<file path="src/rtl/core/bis_pkg.sv">
package bis_pkg;

    localparam int MAX_WIDTH  = 512;
    localparam int MAX_HEIGHT = 512;

    localparam int X_W     = $clog2(MAX_WIDTH);
    localparam int Y_W     = $clog2(MAX_HEIGHT);
    localparam int COORD_W = (X_W > Y_W) ? X_W : Y_W;
    localparam int ADDR_W  = $clog2(MAX_WIDTH * MAX_HEIGHT);
    localparam int DEPTH   = MAX_WIDTH * MAX_HEIGHT;

    localparam int IDX_W   = 9;
    localparam int DIM_W   = 10;
    localparam int SCALE_W = 16;
    localparam int PIX_W   = 24;
    localparam int CHAN_W  = 8;
    localparam int CHANS   = 3;
    localparam int PROD_W  = IDX_W + 1 + SCALE_W;
    localparam int FRAC_W  = 8;
    localparam int LERP_W  = 2 * CHAN_W;
    localparam int SUM_W   = LERP_W + FRAC_W + 1;

    // Half a source pixel in the Q.13 coordinate domain
    localparam logic [PROD_W-1:0] COORD_HALF = PROD_W'(4096);
    localparam logic [CHAN_W-1:0] CHAN_MAX   = 8'hFF;

    localparam logic KIND_LOAD    = 1'b0;
    localparam logic KIND_COMPUTE = 1'b1;

    localparam logic [1:0] CFG_SRC_WIDTH   = 2'd0;
    localparam logic [1:0] CFG_SRC_HEIGHT  = 2'd1;
    localparam logic [1:0] CFG_INV_SCALE_X = 2'd2;
    localparam logic [1:0] CFG_INV_SCALE_Y = 2'd3;

    typedef struct packed {
        logic [COORD_W-1:0] n0;
        logic [COORD_W-1:0] n1;
        logic [FRAC_W-1:0]  f;
    } t_axis;

    typedef enum logic [9:0] {
        S_IDLE = 10'b00_0000_0001,
        S_MAPX = 10'b00_0000_0010,
        S_MAPY = 10'b00_0000_0100,
        S_MAPW = 10'b00_0000_1000,
        S_RD0  = 10'b00_0001_0000,
        S_RD1  = 10'b00_0010_0000,
        S_RD2  = 10'b00_0100_0000,
        S_RD3  = 10'b00_1000_0000,
        S_LAST = 10'b01_0000_0000,
        S_FIN  = 10'b10_0000_0000
    } t_state;

    function automatic logic [ADDR_W-1:0] store_addr(input logic [COORD_W-1:0] col,
                                                    input logic [COORD_W-1:0] row);
        store_addr = ADDR_W'(row) * ADDR_W'(MAX_WIDTH) + ADDR_W'(col);
    endfunction

endpackage

</file>
<file path="src/rtl/core/bis_lerp.sv">
module bis_lerp
    import bis_pkg::*;
(
    input  logic [CHANS-1:0][LERP_W-1:0] i_a,
    input  logic [CHANS-1:0][LERP_W-1:0] i_b,
    input  logic [FRAC_W-1:0]            i_f,
    output logic [CHANS-1:0][SUM_W-1:0]  o_sum
);

    logic [FRAC_W:0] w0;

    assign w0 = (FRAC_W+1)'(256) - (FRAC_W+1)'(i_f);

    always_comb begin
        for (int k = 0; k < CHANS; k++) begin
            o_sum[k] = SUM_W'(i_a[k]) * SUM_W'(w0) + SUM_W'(i_b[k]) * SUM_W'(i_f);
        end
    end

endmodule

</file>
<file path="config.mk">
export PLATFORM = sky130hd
export DESIGN_NAME = bis_lerp
export DESIGN_NICKNAME = d
export VERILOG_FILES = /design/src/rtl/core/bis_pkg.sv /design/src/rtl/core/bis_lerp.sv
export SDC_FILE = /design/constraint.sdc
export NUM_CORES = 2
export LEC_CHECK = 0
export BUFFER_PORTS_ARGS = -buffer_cell sky130_fd_sc_hd__buf_2
export CELL_PAD_IN_SITES_DETAIL_PLACEMENT = 0
export CELL_PAD_IN_SITES_GLOBAL_PLACEMENT = 1
export CORE_ASPECT_RATIO = 1.1
export CORE_MARGIN = 1.5
export CORE_UTILIZATION = 50
export DETAILED_ROUTE_END_ITERATION = 8
export PLACE_DENSITY_LB_ADDON = 0.1
export SYNTH_ARGS = -nofsm -noshare
export SYNTH_HDL_FRONTEND = slang
export SYNTH_SLANG_ARGS = --single-unit
export TNS_END_PERCENT = 100
</file>
<file path="constraint.sdc">
create_clock -name vclk -period 9.1
set_input_delay 0.91 -clock vclk [all_inputs]
set_output_delay 0.91 -clock vclk [all_outputs]
set_load 0.02 [all_outputs]
</file>
After elaboration in Yosys (flattened, before gate mapping)

Index checks and enable logic that the tools add are counted.

Multiply operators: 6
$add $sub $neg: 4

Operator list:

| cell                  | count |
|---|---|
| $add A25 B24 Y25      | 3 |
| $mul A16 B9 Y25       | 3 |
| $mul A16 B8 Y24       | 3 |
| $sub A9 B8 Y9 const A | 1 |

Word-level logic and storage cells: 10
Output and inout bits: 75
Flip-flop bits (word level): 0

Logic depth before layout (Yosys ltp)

Word-level depth: 3
Gate-level depth with buffers: 30

Worst setup path after synthesis

OpenSTA, ideal clock, no wires.

Kind: input to output
Start: input port i_f[0]
End: output port o_sum[67] (netlist bit)
Data arrival time: 7,751 ps
Stages: 25
Buffers on the path: 5
Setup slack: 439 ps
Cell sequence: clkbuf_1 -> clkbuf_1 -> clkbuf_1 -> inv_1 -> ha_1 -> nand2_1 -> xor2_1 -> clkbuf_1 -> clkbuf_1 -> nand2_1 -> fa_1 -> fa_1 -> fa_1 -> inv_1 -> fa_1 -> fa_1 -> inv_1 -> fa_1 -> inv_1 -> ha_1 -> o21ai_0 -> a31oi_1 -> a211o_1 -> a21oi_2 -> o311ai_0

RTL lines:

| what            | line          | RTL |
|---|---|---|
| start, declared | bis_lerp.sv:6 | `input logic [FRAC_W-1:0] i_f,` |
| end, declared   | bis_lerp.sv:7 | `output logic [CHANS-1:0][SUM_W-1:0] o_sum` |

==> results by group <==
Global routing
  – Largest net degree at the start of global routing: 50
  – Total track usage: 25.9%
  – Initial antenna violation count: 7
  – Vias in the first global route: 22391
  – Gr ovfl total: 0
  – Global-route wire length before repair: 113000 µm

Logic synthesis
  – Post-synthesis xor/xnor area fraction: 2.15%
  – Mapped Nets: 4126
  – Dominant cells by area after synthesis: fa_1 (50%), inv_1 (12%), ha_1 (11%)
  – Synth Area in Simple Gates: 18.8%
  – Fraction of the yosys area taken by sequential cells: 0%
  – Syn_area_per_cell: 8.61 µm²
  – Synth Area in Compound Gates: 4.06%
  – Largest area contributor in the netlist: fa_1
  – Post-synthesis mux area share: 0.117%
  – Largest family of logic cells by synthesized area: adder cells
  – Synth cell types: 65
  – Post-Synth Adder-Cell Area: 61.0%
  – Synthesized area: 26800 µm²
  – Yosys warns: 0
  – Share of the synthesized area in the top cell type: 49.9%
  – Post-Synthesis Cells: 3115

Die
  – Die footprint: 55100 µm²
  – Core area: 52700 µm²
  – Chip Width: 224 µm
  – Die H: 246 µm
  – Site Rows: 88
  – Boundary Pins: 179
  – Starting density of the core: 50.9%

Critical path
  – Critical Path Start: i_f[5]
  – CP arrival: 7.84 ns
  – Worst Path Max Fanout: 32
  – CP startpoint kind: primary input
  – Type of the worst setup path: in -> out
  – CP required: 8.19 ns
  – Critical path endpoint category: primary output

STA
  – Min Tclk post-route: 8.75 ns
  – Max-slew headroom: 42.9%
  – Period utilisation layout: 96.1%
  – Worst hold margin: 2.43 ns
  – Post-route setup slack: 0.354 ns
  – Max Freq: 0.114 GHz
  – Slew Viols, Final: 0
  – Unrepaired setup endpoints after global routing: false
  – Slew @ Worst Pin: 0.852 ns
  – Setup violators final: 0
  – TNS Setup: 0 ns
  – Fin. Hold Viols: 0

Route
  – Remaining antenna violation count: 0
  – DRC marker count from the first detailed-route iteration: 615
  – DR WL/cell: 17.4 µm
  – Drt total wl: 67100 µm
  – DR DRC count: 0
  – Vias post-DR: 20020
  – Vias per inst: 5.18
  – Drt first pass iters: 5

Finish
  – Share of layout cells above drive strength 1: 7.25%
  – Post-route cell area: 28400 µm²
  – Layout area overhead: 5.83%
  – Seq_cells: 0
  – Post-layout nets: 4200
  – Sequential Area: 0 µm²
  – CLK BUF: 0

Status
  – Status: finished clean

Placed design
  – DP HPWL: 57200 µm
  – Dpl ws: 0.330 ns
  – Placer Congestion: 0.857
  – # port buffers: 179
  – Placed standard-cell area: 28400 µm²

Job
  – Maxcap violations: 0

Min path
  – Critical hold path startpoint: i_b[32]
  – Hold Path Cell Cnt: 4
  – HP Class: in -> out
  – Hold EP: o_sum[50]

CTS
  – Cts hold-fix bufs: 0
[final cells by class]
type                            instances  area [µm²]
Fill cell                            5140       24300
Multi-Input combinational cell       2132       23200
Antenna cell                            1        2.50
Timing Repair Buffer                  211        1190
Inverter                              844        3170
Tap cell                              675         845
[repair_timing]
item                       4_1_cts  5_1_grt
setup endpoints to repair        0        2
resized for setup                0        1
buffers inserted                 0        0
[per-layer routing]
layer / vias up / GRT usage, % / part of all wire, %
met5: - / 0 / 0.10
met4: 12 / 7.45 / 3.3
met3: 129 / 2.26 / 3.7
met2: 420 / 48.2 / 53
met1: 10366 / 31.8 / 40
li1: 9093 / - / -
[worst max path at each step]
| stage | to | slack (ns) | depth (start not counted) |
|---|---|---|---|
| 2_1_floorplan | o_sum[67] | 0.44 | 25 |
| 3_3_place_gp | o_sum[73] | 0.42 | 27 |
| 3_5_place_dp | o_sum[73] | 0.33 | 27 |
| 4_1_cts | o_sum[73] | 0.31 | 27 |
| 5_1_grt | o_sum[73] | 0.04 | 25 |
| 6_report | o_sum[72] | 0.35 | 25 |
[synth_stat cells (3+ instances only)]
master     count
a211oi_1       9
a21boi_0       3
a21o_1        23
a21oi_1       50
a31oi_1        9
and2_1       417
and3_1         9
and4_1         3
buf_1         22
buf_2          7
clkbuf_1     107
fa_1         669
ha_1         238
inv_1        844
nand2_1      426
nand2b_1       7
nand3_1       20
nand3b_1       4
nand4_1        6
nor2_1        51
nor2b_1       14
nor3_1        11
nor3b_1        4
o2111ai_1      4
o211ai_1       7
o21a_1         8
o21ai_0       25
o21bai_1       5
or3_1          3
xnor2_1       49
xor2_1        17
[worst max-delay path, cell delays in order]
cell	delay [ns]
buf_2	0.17
or4_4	0.60
nor4_4	0.19
xnor2_2	0.29
buf_12	0.28
and2_1	0.18
fa_1	0.48
inv_1	0.05
fa_1	0.49
inv_1	0.06
fa_1	0.49
fa_1	0.50
fa_1	0.50
inv_1	0.06
fa_1	0.47
inv_1	0.04
ha_1	0.38
and3_1	0.20
and3_1	0.21
nand2_1	0.06
a21oi_1	0.45
o21ai_0	0.22
a21oi_1	0.19
xor2_1	0.16
buf_2	0.18
[metrics by stage]
stage | utilization [%] | instances
finish | 53.8 | 3863
global route | 53.8 | 3863
CTS | 53.8 | 3862
detailed placement | 53.8 | 3862
global placement | 53.8 | 3862
floorplan | - | 3115
[kinds of logic (layout without fill, tap and decap cells)]
group | count (synthesis) | in the layout
simple gates | 992 | 992
compound gates | 164 | 164
fa+ha+maj | 907 | 907
other cells | 0 | 1
xor+xnor | 66 | 66
mux | 3 | 3
buf+inv | 983 | 1055
[layout by cell type, fill, tap and decap left out, types with 3 or more instances in the layout]
cell type / count
inv_1: 844
fa_1: 669
nand2_1: 426
and2_1: 417
ha_1: 237
buf_2: 178
nor2_1: 51
a21oi_1: 50
xnor2_1: 44
buf_4: 29
o21ai_0: 25
a21o_1: 23
nand3_1: 20
xor2_1: 16
nor2b_1: 14
nor3_1: 11
and3_1: 9
a211oi_1: 9
a31oi_1: 9
o21a_1: 8
o211ai_1: 7
nand2b_1: 7
nand4_1: 6
o21bai_1: 5
xnor2_2: 4
o2111ai_1: 4
nand3b_1: 4
nor3b_1: 4
buf_12: 4
and4_1: 3
a21boi_0: 3
or3_1: 3
Power is left out: the tool's default activity adds up to more than one toggle a clock period on the data nets, which glitch-free logic cannot reach.
