[config.mk]
export PLATFORM = sky130hd
export DESIGN_NAME = bis_axis_map
export DESIGN_NICKNAME = d
export VERILOG_FILES = /design/src/rtl/core/bis_pkg.sv /design/src/rtl/core/bis_axis_map.sv
export SDC_FILE = /design/constraint.sdc
export NUM_CORES = 1
export LEC_CHECK = 0
export BUFFER_PORTS_ARGS = -buffer_cell sky130_fd_sc_hd__clkbuf_2
export CAP_MARGIN = 5
export CORE_ASPECT_RATIO = 2
export CORE_MARGIN = 1
export CORE_UTILIZATION = 57
export CTS_CLUSTER_SIZE = 30
export DETAILED_ROUTE_END_ITERATION = 10
export PLACE_DENSITY_LB_ADDON = 0.25
export SETUP_SLACK_MARGIN = 0.4
export SLEW_MARGIN = 20
export SYNTH_ARGS = -nofsm -noshare
export SYNTH_HDL_FRONTEND = slang
export SYNTH_SLANG_ARGS = --single-unit
export TNS_END_PERCENT = 50
[constraint.sdc]
create_clock -name i_clk -period 7.8 [get_ports i_clk]
set_input_delay 1.56 -clock i_clk [delete_from_list [all_inputs] [get_ports i_clk]]
set_output_delay 1.56 -clock i_clk [all_outputs]
set_load 0.02 [all_outputs]
[src/rtl/core/bis_pkg.sv]
package bis_pkg;

    localparam int MAX_WIDTH  = 512;
    localparam int MAX_HEIGHT = 512;

    localparam int X_W     = $clog2(MAX_WIDTH);
    localparam int Y_W     = $clog2(MAX_HEIGHT);
    localparam int COORD_W = (X_W > Y_W) ? X_W : Y_W;
    localparam int ADDR_W  = $clog2(MAX_WIDTH * MAX_HEIGHT);
    localparam int DEPTH   = MAX_WIDTH * MAX_HEIGHT;

    localparam int IDX_W   = 9;
    localparam int DIM_W   = 10;
    localparam int SCALE_W = 16;
    localparam int PIX_W   = 24;
    localparam int CHAN_W  = 8;
    localparam int CHANS   = 3;
    localparam int PROD_W  = IDX_W + 1 + SCALE_W;
    localparam int FRAC_W  = 8;
    localparam int LERP_W  = 2 * CHAN_W;
    localparam int SUM_W   = LERP_W + FRAC_W + 1;

    // Half a source pixel in the Q.13 coordinate domain
    localparam logic [PROD_W-1:0] COORD_HALF = PROD_W'(4096);
    localparam logic [CHAN_W-1:0] CHAN_MAX   = 8'hFF;

    localparam logic KIND_LOAD    = 1'b0;
    localparam logic KIND_COMPUTE = 1'b1;

    localparam logic [1:0] CFG_SRC_WIDTH   = 2'd0;
    localparam logic [1:0] CFG_SRC_HEIGHT  = 2'd1;
    localparam logic [1:0] CFG_INV_SCALE_X = 2'd2;
    localparam logic [1:0] CFG_INV_SCALE_Y = 2'd3;

    typedef struct packed {
        logic [COORD_W-1:0] n0;
        logic [COORD_W-1:0] n1;
        logic [FRAC_W-1:0]  f;
    } t_axis;

    typedef enum logic [9:0] {
        S_IDLE = 10'b00_0000_0001,
        S_MAPX = 10'b00_0000_0010,
        S_MAPY = 10'b00_0000_0100,
        S_MAPW = 10'b00_0000_1000,
        S_RD0  = 10'b00_0001_0000,
        S_RD1  = 10'b00_0010_0000,
        S_RD2  = 10'b00_0100_0000,
        S_RD3  = 10'b00_1000_0000,
        S_LAST = 10'b01_0000_0000,
        S_FIN  = 10'b10_0000_0000
    } t_state;

    function automatic logic [ADDR_W-1:0] store_addr(input logic [COORD_W-1:0] col,
                                                    input logic [COORD_W-1:0] row);
        store_addr = ADDR_W'(row) * ADDR_W'(MAX_WIDTH) + ADDR_W'(col);
    endfunction

endpackage

[src/rtl/core/bis_axis_map.sv]
module bis_axis_map
    import bis_pkg::*;
(
    input  logic               i_clk,
    input  logic [IDX_W-1:0]   i_idx,
    input  logic [SCALE_W-1:0] i_inv,
    input  logic [DIM_W-1:0]   i_dim,
    output t_axis              o_axis
);

    logic [PROD_W-1:0] r_prod;
    logic [DIM_W-1:0]  r_dim;
    logic [PROD_W-1:0] s;
    logic [PROD_W-14:0] i0;
    logic [DIM_W-1:0]  dm1;
    logic [DIM_W-1:0]  n0;
    logic [DIM_W:0]    n0p1;
    logic [FRAC_W-1:0] f;

    // (2*idx + 1) * inv gives the source point in Q.13, offset by half a pixel
    always_ff @(posedge i_clk) begin
        r_prod <= PROD_W'({i_idx, 1'b1}) * PROD_W'(i_inv);
        r_dim  <= i_dim;
    end

    always_comb begin
        s   = (r_prod > COORD_HALF) ? (r_prod - COORD_HALF) : '0;
        i0  = s[PROD_W-1:13];
        f   = s[12:5];
        dm1 = r_dim - DIM_W'(1);
        // saturate at the far edge, dropping the weight
        if (i0 >= (PROD_W-13)'(dm1)) begin
            n0 = dm1;
            f  = '0;
        end else begin
            n0 = DIM_W'(i0);
        end
        n0p1 = (DIM_W+1)'(n0) + (DIM_W+1)'(1);
        o_axis.n0 = COORD_W'(n0);
        o_axis.n1 = (n0p1 < (DIM_W+1)'(r_dim)) ? COORD_W'(n0p1) : COORD_W'(dm1);
        o_axis.f  = f;
    end

endmodule

Word-level counts from Yosys, hierarchy flattened --
Index checks and enable logic that the tools add are counted.
Cells by class: add/sub/neg operators 3, multipliers 1, divide/modulo/power cells 0, $lt $le $gt $ge 3, eq/ne operators 0, shift-type cells 0, mux-type cells 4, bitwise operators 0, reductions and logical operators 0
Operators with widths (count):
- $gt A26 B13 Y1 const B | 1
- $mul A10 B16 Y26 | 1
- $mux W26 | 1
- $sub A26 B13 Y26 const B | 1
- $ge A13 B10 Y1 | 1
- $add A10 B1 Y11 const B | 1
- $lt A11 B10 Y1 | 1
- $mux W10 | 1
- $sub A10 B1 Y10 const B | 1
- $mux W9 | 1
- $mux W8 | 1
Word-level totals: flip-flop bits (word level) 36, bits in latches 0, bits in writable memories 0, bits in read-only memories 0, output and inout port bits 26, memories kept 0

Logic depth before layout (Yosys ltp) --
Gate-level depths: netlist (run 1).
depth after elaboration 7, depth in mapped cells 31

Worst setup path before layout (run 1) --
OpenSTA, ideal clock, no wires.
kind reg-to-output, from register r_prod[12], to output port o_axis[10] (netlist bit), data arrival time 6.387 ns, data required time 6.240 ns, path slack -0.147 ns, stages on the path, launching flop included 31, buffers on the path 3, cell sequence dfxtp_1 -> ha_1 -> nor4b_1 -> a41oi_1 -> nor3_4 -> clkbuf_1 -> nor2_1 -> ha_1 -> a21oi_1 -> o21ai_0 -> a31oi_1 -> o21ai_0 -> nor2_1 -> clkbuf_1 -> nand2_1 -> o21ai_0 -> ha_1 -> nand2_1 -> xnor2_1 -> or3_1 -> o21ai_0 -> ha_1 -> a21o_1 -> a21o_1 -> a21o_1 -> a21oi_1 -> nand3_1 -> o221a_2 -> a311oi_2 -> buf_6 -> mux2i_1
RTL lines:
- start, declared | line bis_axis_map.sv:11 | logic [PROD_W-1:0] r_prod;
- start signal, assigned | line bis_axis_map.sv:22 | r_prod <= PROD_W'({i_idx, 1'b1}) * PROD_W'(i_inv);
- end, declared | line bis_axis_map.sv:8 | output t_axis o_axis

==> results of run 1 <==
-- sequential cells by signal, indices dropped and copies added (netlist names) --
| signal | flops |
|---|---|
| r_dim | 10 |
| r_prod | 26 |
-- cell type report --
type	instances	area (um^2)
Fill cell	940	3706
Multi-Input combinational cell	655	6484
Tap cell	150	187.7
Sequential cell	36	728.2
Clock inverter	2	13.76
Inverter	117	439.2
Clock buffer	6	138.9
Timing Repair Buffer	119	857.1
-- layer usage --
layer	wire, um	part of all wire (%)	vias up	track usage (%)
met4	1402	6.5	0	20.97
met3	1089	5.0	88	3.539
met5	0	0	-	0
met2	11990	55	259	60.44
li1	-	-	2889	-
met1	7149	33	3278	30.60
-- report_power, final --
group / total, mW / switching [mW] / internal [mW]
logic: 3.23 / 1.76 / 1.47
registers: 0.379 / 0.0890 / 0.290
clock network: 0.203 / 0.0753 / 0.127
total: 3.81 / 1.92 / 1.89
-- timing repair --
action,CTS,global route
endpoints found under the hold margin,0,0
endpoints found under the setup margin,9,11
gates resized for setup,46,44
gates cloned,1,0
pin swaps,27,17
buffers inserted,24,9
-- final timing paths --
| kind | startpoint | slack [ns] | cells after the start | to |
|---|---|---|---|---|
| min | i_dim[6] | 1.38 | 1 | r_dim[6]$_DFF_P_ |
| max | r_prod[13]$_DFF_P_ | -0.10 | 30 | o_axis[12] |
-- metrics by stage --
| step | hold WS (ns) | utilization, % | setup slack, ns |
|---|---|---|---|
| 2_1_floorplan | 1.588 | - | 0.4176 |
| 3_3_place_gp | 1.666 | 63.90 | 0.3703 |
| 3_5_place_dp | 1.665 | 63.90 | 0.2361 |
| 4_1_cts | 1.376 | 68.45 | 0.1595 |
| 5_1_grt | 1.374 | 70.48 | -0.2538 |
| 6_report | 1.378 | 70.48 | -0.1048 |
-- placed cells by master (no fill, tap or decap), types with 5 or more instances in the layout --
master and instances:
inv_1 116, fa_1 110, nand2_1 108, ha_1 77
and2_1 60, clkbuf_2 53, buf_4 50, nor2_1 43
dfxtp_1 32, xnor2_1 30, a21oi_1 28, o21ai_0 14
xor2_1 12, nor3_1 11, buf_6 10, nand3_1 9
a21o_1 9, xnor2_2 7, o21a_1 7, nand4_1 7
mux2i_4 7, nor2_2 6, nand2b_1 6, and3_1 5
ha_4 5, clkbuf_16 5
-- logic make-up (layout without fill, tap and decap cells) --
logic type      Yosys count  in the layout  share of synthesized area (%)
flops                    36             36                          9.861
compound gates           90             90                          7.756
xor+xnor                 52             52                          6.437
fa+ha+maj               194            194                          44.51
buf+inv                 144            244                          7.499
mux                      13             13                          1.866
simple gates            306            306                          22.07
==> results.cfg, run 1 <==
[die]
die_w_um = 82.07
std_cell_rows = 58
num_io_pins = 62
core-area_um2 = 12550
dieArea_um2 = 13310
die_y_um = 162.1
initial_core_util_pct = 58.21

[layout]
drive_gt1_share_pct = 22.14
final_nets = 1164
instances_no_fill = 1085
areaGrowthSynthToFinish_pct = 21.08
fin_area_um2 = 8848
antenna_cells = 0

[critical_path]
worst_path_max_delay_cell = or4_4
timing.critical_path.mode_cell = buf_4
startpoint_type = flip-flop
critPathMaxStageDelay_ns = 0.61
crit_arrival_ns = 6.34
required_ns = 6.24
critPathKind = flip-flop to output port
crit_family = compound AO/OA/AOI/OAI gates
cp_max_fo = 5
crit_buf_inv = 10
cp-end-kind = output port

[routing]
drt-initial-drc-count = 336
dr.pass1.iters = 6
drt-total-wl_um = 21630
viasPerCell = 6.004
drc = 0
ant_nets = 0
dr_total_vias = 6514
post_drt_wl_per_cell_um = 19.94

[timing]
hold_viol = 0
worstMarginPinSlew_ns = 1.010
slew_headroom_pct = 32.21
rsz0062_at_grt = yes
postLayoutSetupSlackWorst_ns = -0.1048
tns_ns = -0.3857
drv_slew = 0
setup_violations = 8
period_needed_ns = 7.905
max_freq_mhz = 126.5
fin_crit_sh_pct = 101.3

[grt]
track_usage_pct = 31.97
first_global_vias = 6643
grt_overflow = 0
antenna_found_initial = 0
grt_pass1_wl_um = 31750
grt_max_degree = 17

[synthesis]
yosys.cell_count.top_type = inv_1
synthCells = 835
synthTopCellsByCount = inv_1, nand2_1, fa_1
synth-seq-cells = 36
synth_area_um2 = 7308
yosysTopAreaCell = fa_1
mappedNetlistNets = 1065
synth_top_area_share_pct = 30.13
synth-main-ff-cell = dfxtp_1
synth_area_leaders = fa_1, ha_1, dfxtp_1
yosysUniqueCellTypes = 64
synth.avg_cell_area_um2 = 8.752
yosys_warnings = 0
synth-async-reset-ratio_pct = 0
yosysSeqAreaShare_pct = 9.861
synth_edf_count = 0

[power_and_ir_drop]
power.total_mw = 3.812
power_density_nw_per_um2 = 430.8
ir_worst_vdd_mv = 0.3309
p_leak_nw = 4.407

[clock_tree]
clockBufferDepth = 2
ctsRootBufferMaster = clkbuf_16
clock-sinks = 36
cts_made_buffers = 5
path_clk_slew_ns = 0.06
tritoncts = built
cts.htree.levels = 2
postCtsHoldBufs = 0

[placed_design]
gp_congestion = 1.024
io_buffers = 61
placedCellCount = 1043
dpl_cell_area_um2 = 8023
hpwl_um = 16140

[status]
violations = negative setup slack
status = finished, violations left

[worst_hold_path]
hold_path.class = primary input to flip-flop

[flow_run]
cap_violations = 0
No activity file was read; power rests on OpenSTA's default activity.
==> run 2: changes to the inputs <==
- PLACE_DENSITY: default -> 0.77
- PLACE_DENSITY_LB_ADDON: 0.25 -> default
- SLEW_MARGIN: 20 -> default
==> results.cfg, run 2 (same netlist as run 1, synthesis figures left out) <==
[status]
status = finished, violations left
violations = design-rule violations, negative setup slack

[flow_run]
cap_violations = 0

[timing]
postLayoutSetupSlackWorst_ns = -0.5236
fin_hold_ws_ns = 1.354
max_freq_mhz = 120.1
hold_viol = 0
setup_violations = 9
period_needed_ns = 8.324
slew_headroom_pct = 40.33
drv_slew = 0
fin_crit_sh_pct = 106.7
worstMarginPinSlew_ns = 0.8887
rsz0062_at_grt = yes

[layout]
final_nets = 1166
drive_gt1_share_pct = 25.21
reg_top3 = r_prod (26), r_dim (10)
regArea_um2 = 737.0
instances_no_fill = 1087
utilization_pct = 72.87
multi_input_area_um2 = 6748
fin_area_um2 = 9149
final_cell_mix = inv_1, fa_1, nand2_1
final_common_cell = inv_1
nFillCells = 855
areaGrowthSynthToFinish_pct = 25.18
regMostFlops = r_prod
largest_reg_flops = 26

[routing]
viasPerCell = 6.220
ant_nets = 0
dr.pass1.iters = 10
dr_total_vias = 6761
drt-initial-drc-count = 595
drt-total-wl_um = 24850
drc = 1
post_drt_wl_per_cell_um = 22.86

[grt]
grt_overflow = 0
grt_pass1_wl_um = 34750
first_global_vias = 6833
track_usage_pct = 35.87
grt_max_degree = 18
antenna_found_initial = 1

[die]
std_cell_rows = 58
dieArea_um2 = 13310
die_y_um = 162.1
die_w_um = 82.07
num_io_pins = 62
core-area_um2 = 12550
initial_core_util_pct = 58.21

[placed_design]
gp_congestion = 0.9546
io_buffers = 61
placedCellCount = 1038
dpl_cell_area_um2 = 7985
hpwl_um = 15430

[worst_hold_path]
hold_path.class = primary input to flip-flop
whs_endpoint = r_dim[8]$_DFF_P_
min-delay-start = i_dim[8]
min_path_cells = 1

[critical_path]
cp_max_fo = 6
critPathKind = flip-flop to output port
cp-end-kind = output port
startpoint_type = flip-flop
crit_arrival_ns = 6.76
critPathMaxStageDelay_ns = 0.37
worst_path_max_delay_cell = nor4b_4
required_ns = 6.24

[clock_tree]
tritoncts = built
cts.htree.levels = 2
clock-sinks = 36
clockBufferDepth = 2
ctsRootBufferMaster = clkbuf_16
path_clk_slew_ns = 0.08
postCtsHoldBufs = 0
cts_made_buffers = 5

[power_and_ir_drop]
power.total_mw = 4.006
power_density_nw_per_um2 = 437.9
ir_worst_vdd_mv = 0.3816
p_leak_nw = 4.477
==> run 2: report_power, final <==
part	internal [mW]	leakage, nW	switching (mW)	total, mW
combinational	1.55	4.11	1.86	3.40
sequential	0.294	0.305	0.101	0.395
clock	0.116	0.0657	0.0930	0.209
==> run 2: worst max-delay path, delay by kind of cell (launching register included) <==
| kind | cells | cell delay (ns) |
|---|---|---|
| mux | 1 | 0.23 |
| fa+ha+maj | 4 | 0.93 |
| compound gates | 12 | 2.44 |
| xor+xnor | 1 | 0.15 |
| buf+inv | 6 | 0.90 |
| simple gates | 8 | 1.42 |
| flops | 1 | 0.35 |
==> run 2: worst max-delay path by stage <==
| stage | start | end | slack [ns] | cells past startpoint |
|---|---|---|---|---|
| 2_1_floorplan | r_prod[13]$_DFF_P_ | o_axis[12] | 0.42 | 31 |
| 3_3_place_gp | r_prod[13]$_DFF_P_ | o_axis[12] | 0.25 | 30 |
| 3_5_place_dp | r_prod[13]$_DFF_P_ | o_axis[12] | 0.06 | 30 |
| 4_1_cts | r_prod[13]$_DFF_P_ | o_axis[15] | 0.24 | 34 |
| 5_1_grt | r_prod[13]$_DFF_P_ | o_axis[14] | -0.68 | 33 |
| 6_report | r_prod[13]$_DFF_P_ | o_axis[13] | -0.52 | 32 |
==> run 2: timing repair <==
item / CTS / global route
buffers inserted: 23 / 16
gates resized for setup: 86 / 64
pin swaps: 43 / 39
cloned: 2 / 0
endpoints found under the setup margin: 9 / 9
==> run 2: through the flow <==
stage | worst slack, ns | TNS [ns]
floorplan | 0.4176 | 0
global placement | 0.2453 | 0
detailed placement | 0.05526 | 0
CTS | 0.2385 | 0
global route | -0.6764 | -5.633
finish | -0.5236 | -4.246
==> run 2: layout make-up <==
| class | count | share of cell area, % |
|---|---|---|
| Inverter | 117 | 4.828 |
| Tap cell | 150 | 2.051 |
| Multi-Input combinational cell | 655 | 73.76 |
| Timing Repair Buffer | 121 | 9.778 |
| Antenna cell | 1 | 0.02735 |
| Clock inverter | 2 | 0.1368 |
| Clock buffer | 5 | 1.368 |
| Sequential cell | 36 | 8.055 |
==> run 2: per-layer routing <==
layer | global-route usage, % | routed length, um | part of all wire, %
met1 | 35.31 | 7660 | 31
met2 | 60.22 | 12500 | 50
met3 | 12.08 | 2306 | 9.3
met4 | 26.00 | 2342 | 9.4
met5 | 0 | 40 | 0.16
